===== config.mk =====
export PLATFORM = sky130hd
export DESIGN_NAME = qpb_mac_cell
export DESIGN_NICKNAME = d
export VERILOG_FILES = /design/src/rtl/qpb_pkg.sv /design/src/rtl/qpb_mac_cell.sv
export SDC_FILE = /design/constraint.sdc
export NUM_CORES = 2
export LEC_CHECK = 0
export ABC_AREA = 1
export BUFFER_PORTS_ARGS = -buffer_cell sky130_fd_sc_hd__buf_2
export CAP_MARGIN = 40
export CORE_MARGIN = 5
export CORE_UTILIZATION = 30
export CTS_CLUSTER_SIZE = 25
export DETAILED_ROUTE_END_ITERATION = 8
export GPL_ROUTABILITY_DRIVEN = 0
export PLACE_DENSITY_LB_ADDON = 0.05
export SKIP_LAST_GASP = 1
export SLEW_MARGIN = 20
export SYNTH_ARGS = -nofsm -noshare
export SYNTH_HDL_FRONTEND = slang
export SYNTH_SLANG_ARGS = --single-unit

===== constraint.sdc =====
create_clock -name clk -period 16.35 [get_ports clk]
set_clock_uncertainty 0.1 [all_clocks]
set_input_delay 1.635 -clock clk [delete_from_list [all_inputs] [get_ports clk]]
set_output_delay 1.635 -clock clk [all_outputs]
set_load 0.1 [all_outputs]

===== src/rtl/qpb_pkg.sv =====
`timescale 1ns / 1ps
package qpb_pkg;

  typedef enum logic [1:0] {
    CMD_LOAD_MEAN   = 2'd0,
    CMD_LOAD_VAR    = 2'd1,
    CMD_LOAD_DEMAND = 2'd2,
    CMD_COMPUTE     = 2'd3
  } cmd_t;

  typedef enum logic [1:0] {
    KIND_ENERGY = 2'd0,
    KIND_CROSS  = 2'd1,
    KIND_QUAD   = 2'd2,
    KIND_NONE   = 2'd3
  } kind_t;

  typedef enum logic [1:0] {
    REG_STANDS      = 2'd0,
    REG_TIMES       = 2'd1,
    REG_ASSORTMENTS = 2'd2,
    REG_NONE        = 2'd3
  } reg_idx_t;

  typedef enum logic [1:0] {
    ST_IDLE = 2'd0,
    ST_RUN  = 2'd1,
    ST_WAIT = 2'd2,
    ST_EMIT = 2'd3
  } state_t;

  localparam int unsigned AccW = 72;

  // Control handed down the row of multiply-accumulate cells.
  typedef struct packed {
    logic clear;
    logic active;
  } mac_ctl_t;

  function automatic logic [63:0] saturate(input logic signed [AccW-1:0] w);
    logic signed [63:0] lo;
    lo = w[63:0];
    if (w == AccW'(lo)) begin
      return w[63:0];
    end
    return w[AccW-1] ? 64'h8000000000000000 : 64'h7FFFFFFFFFFFFFFF;
  endfunction

endpackage


===== src/rtl/qpb_mac_cell.sv =====
`timescale 1ns / 1ps
module qpb_mac_cell (
  input  logic                              clk,
  input  qpb_pkg::mac_ctl_t                 ctl,
  input  logic signed [31:0]                a_in,
  input  logic signed [31:0]                b_in,
  input  logic signed [31:0]                v_in,
  input  logic signed [qpb_pkg::AccW-1:0]   acc_in,
  output logic signed [qpb_pkg::AccW-1:0]   acc_out
);

  logic signed [63:0] prod;
  logic signed [47:0] vsh;
  logic               act;
  logic               clr;

  // Stage one: multiply; stage two: add into the sum passed from the left.
  always_ff @(posedge clk) begin
    prod <= a_in * b_in;
    vsh  <= {v_in, 16'h0000};
    act  <= ctl.active;
    clr  <= ctl.clear;
  end

  always_ff @(posedge clk) begin
    if (act) begin
      acc_out <= (clr ? '0 : acc_in) + qpb_pkg::AccW'(prod) + qpb_pkg::AccW'(vsh);
    end else begin
      acc_out <= clr ? '0 : acc_in;
    end
  end

endmodule


[Yosys cells after proc, flatten, opt, wreduce, memory -nomap -nowiden]
Cells that the tools add are included.
Word-level totals
  bits in registers: 170
  input port bits: 171
  output and inout bits: 72
  word-level logic and storage cells: 10
Operators by class
  add/subtract/negate cells: 2
  multipliers: 1
  mux-type cells: 2
Operators with widths (number)
  adder 72 bit: 2
  two-way mux 72 bit: 2
  multiplier 32 x 32 -> 64 bit: 1

[Logic depth before layout (Yosys ltp)]
  word-level depth: 4
  gate-level depth with buffers: 32
  depth with buffers taken out: 31

[Worst setup path before layout]
Ideal clock, no wire load.
  path type: input -> register
  start point: input a_in[31]
  end point: register prod[63]
  library setup time: 0.113 ns
  data arrival time: 8.173 ns
  setup slack: 7.964 ns
  cell stages on the path: 28
  path buffers: 1
  cells stage by stage: clkbuf_1 > nand2_1 > inv_1 > fa_1 > inv_1 > fa_1 > fa_1 > inv_1 > fa_1 > inv_1 > fa_1 > inv_1 > fa_1 > inv_1 > fa_1 > inv_1 > fa_1 > ha_1 > inv_1 > o21ai_0 > a21oi_1 > o21ai_0 > nand2_1 > and2_1 > nand2_1 > a21oi_1 > nand3_1 > nand2_1
Between the ends
  longest elaborated chain between the ends: 1
Ends and longest elaborated chain
  start, declared: RTL line qpb_mac_cell.sv:5  | input logic signed [31:0] a_in,
  multiplier 32 x 32 -> 64 bit: RTL line qpb_mac_cell.sv:19  | prod <= a_in * b_in;
  end signal, assigned: RTL line qpb_mac_cell.sv:19
  end, declared: RTL line qpb_mac_cell.sv:12  | logic signed [63:0] prod;
No other way between the ends.

[Final worst setup path]
  start point: input a_in[31]
  end point: register prod[48]
Same word-level chain as after synthesis.

==> flow_summary.json <==
{
  "status": "complete, no violations",
  "cap_violations": 0,
  "start_kind": "primary input",
  "rows": 150,
  "min_period_ns": 9.23,
  "yosys.area.top_type_share": 0.450,
  "clock_path_buffers": 2,
  "antenna_found_initial": 7,
  "die-area_sq_um": 177000,
  "htreeDepth": 4,
  "drt_first_pass_iters": 5,
  "dr.first_iter.drc_count": 2097,
  "synth-simple-area-share": 0.200,
  "yosysUniqueCellTypes": 45,
  "critPathKind": "in -> reg",
  "ys_ff_latch": 170,
  "hp-class": "reg -> reg",
  "cts.repair.resized": 0,
  "wl_per_cell_microns": 20.1,
  "crit_arrival_ns": 9.55,
  "setup_viol_count_final": 0,
  "grt_max_degree": 63,
  "grt_pass1_vias": 44900,
  "synthFlopType": "dfxtp_1",
  "synthesis.nets": 8315,
  "pre_cts_slack_ns": 6.54,
  "area_growth_pct": 9.72,
  "fmax_mhz": 108,
  "worstMarginPinSlew_ns": 0.784,
  "synth_top_family_by_area": "adder cells",
  "hold_buffers": 0,
  "fin_setup_tns_ns": 0,
  "ioPinCount": 243,
  "final_max_slew_viol_count": 0,
  "syn_inst": 6735,
  "finalHoldViolCount": 0,
  "core_area_sq_um": 167000,
  "clkTransAtPathRegs_ns": 0.09,
  "yosys_warnings": 0,
  "endpoint_kind": "flip-flop",
  "layout.nets": 8429,
  "worstSkewPairLatency_ns": 0.50,
  "cts_tree": "yes",
  "synthMuxAreaShare": 0,
  "finalCritPeriodShare": 0.565,
  "synthArstFlopShare": 0,
  "rsz0062_at_grt": "false",
  "hpwl_microns": 160000,
  "postRouteAntennaNets": 0,
  "yosys.area.top_type": "fa_1",
  "max_slew_margin": 0.477,
  "grt_overflow_total": 0,
  "die_w_microns": 421,
  "drt-vias-per-instance": 4.48,
  "grt_use_total": 0.211,
  "synth-compound-area-share": 0.0369,
  "vias": 40600,
  "synth_area_leaders": "fa_1 (45%), inv_1 (15%), nand2_1 (14%)",
  "worst_slack_ns": 7.12,
  "drive_above_1_share": 0.0641,
  "initial_utilization": 0.302,
  "ys_seq_area_frac": 0.0672,
  "crit_path_max_fanout": 32,
  "synth.avg_cell_area_sq_um": 7.52,
  "cp_data_required_time_ns": 16.66,
  "die_h_microns": 421,
  "netlist_area_sq_um": 50600,
  "numClockSinks": 170,
  "drcViolationCount": 0,
  "cts-root-buf": "clkbuf_16",
  "grt_pass1_wl_microns": 282000,
  "synth-edff-count": 0,
  "synth_fa_ha_area_frac": 0.517,
  "io_buffers": 242,
  "drt_wl_total_microns": 182000,
  "numCtsBuffers": 17,
  "post_cts_buffers": 0,
  "synth_xor_area_frac": 0.0147
}
sequential cells by signal, indices dropped and copies added, names as in the netlist:
| name | cells |
|---|---|
| act | 1 |
| acc_out | 72 |
| prod | 64 |
| vsh | 32 |
| clr | 1 |
metal layers:
metal / share of wire / up-vias / GRT usage
met4: 0.021 / 4 / 0.0412
met5: 0.00011 / - / 0
met3: 0.033 / 149 / 0.0150
li1: - / 19200 / -
met2: 0.48 / 788 / 0.361
met1: 0.47 / 20500 / 0.296
synth_stat cells (5+ instances only):
cell type / instances
inv_1: 1981
nand2_1: 1857
fa_1: 1138
nor2_1: 354
ha_1: 271
clkbuf_1: 209
dfxtp_1: 170
a21oi_1: 159
nand3_1: 148
o21ai_0: 100
xor2_1: 47
nand4_1: 40
xnor2_1: 38
o21bai_1: 28
nor2_2: 21
nor3_1: 20
inv_2: 17
o21ai_1: 17
nand2_2: 15
nand3b_1: 13
nand3_2: 12
a21o_1: 11
or2_2: 10
a31oi_1: 7
buf_1: 6
o21a_1: 5
worst max-delay path, cell delays in order:
cell,delay (ns)
buf_2,0.58
nand2_1,0.27
inv_1,0.14
fa_1,0.39
inv_1,0.25
fa_1,0.51
fa_1,0.56
inv_1,0.07
fa_1,0.84
inv_1,0.40
fa_1,0.58
fa_1,0.57
fa_1,0.44
fa_1,0.51
inv_1,0.04
ha_1,0.38
nand2_1,0.09
nand2_1,0.07
a31oi_1,0.31
o21ai_0,0.26
a21oi_1,0.19
nand3_1,0.18
xor2_1,0.24
placed cells by master, fill, tap and decap left out, types with 10 or more instances in the layout:
cell       count
a21o_1        11
a21oi_1      159
buf_12        21
buf_16        17
buf_2        242
buf_4         31
clkbuf_16     17
dfxtp_1      167
fa_1        1138
ha_1         271
inv_1       1981
inv_2         17
nand2_1     1857
nand2_2       15
nand3_1      148
nand3_2       12
nand3b_1      13
nand4_1       40
nor2_1       354
nor2_2        21
nor3_1        20
o21ai_0      100
o21ai_1       17
o21bai_1      28
or2_2         10
xnor2_1       38
xor2_1        47
path summary, 6_finish.rpt:
| path | to | slack, ns | cells past startpoint | from |
|---|---|---|---|---|
| hold / removal | acc_out[0] | 0.46 | 3 | prod[0] |
| setup reg to reg | acc_out[47] | 11.75 | 16 | clr |
| setup / recovery | prod[48] | 7.12 | 23 | a_in[31] |
| hold reg to reg | acc_out[0] | 0.46 | 3 | prod[0] |
metrics by stage:
step | std cells | instance area [sq um] | hold slack, ns | utilization
detailed placement | 9032 | 54900 | 0.443 | 0.328
global placement | 8996 | 54000 | 0.450 | 0.323
CTS | 9064 | 55500 | 0.463 | 0.331
global route | 9067 | 55500 | 0.507 | 0.332
finish | 9068 | 55500 | 0.457 | 0.332
floorplan | 6735 | 50600 | 0.426 | -
kinds of logic after synthesis:
family          after synthesis
compound gates              340
xor+xnor                     85
fa+ha+maj                  1409
buf+inv                    2215
flops                       170
simple gates               2516
area by class of cell:
type | count | area (sq um)
fill | 18300 | 112000
clock inverter | 15 | 209
multi-input combinational | 4350 | 38900
antenna | 2 | 5.00
inverter | 1999 | 7500
clock buffer | 17 | 425
timing repair buffer | 311 | 2330
sequential | 170 | 3410
tap | 2204 | 2760
Power is not shown: default switching activity piles up to over one toggle a cycle in this logic, so the estimate is an artifact.
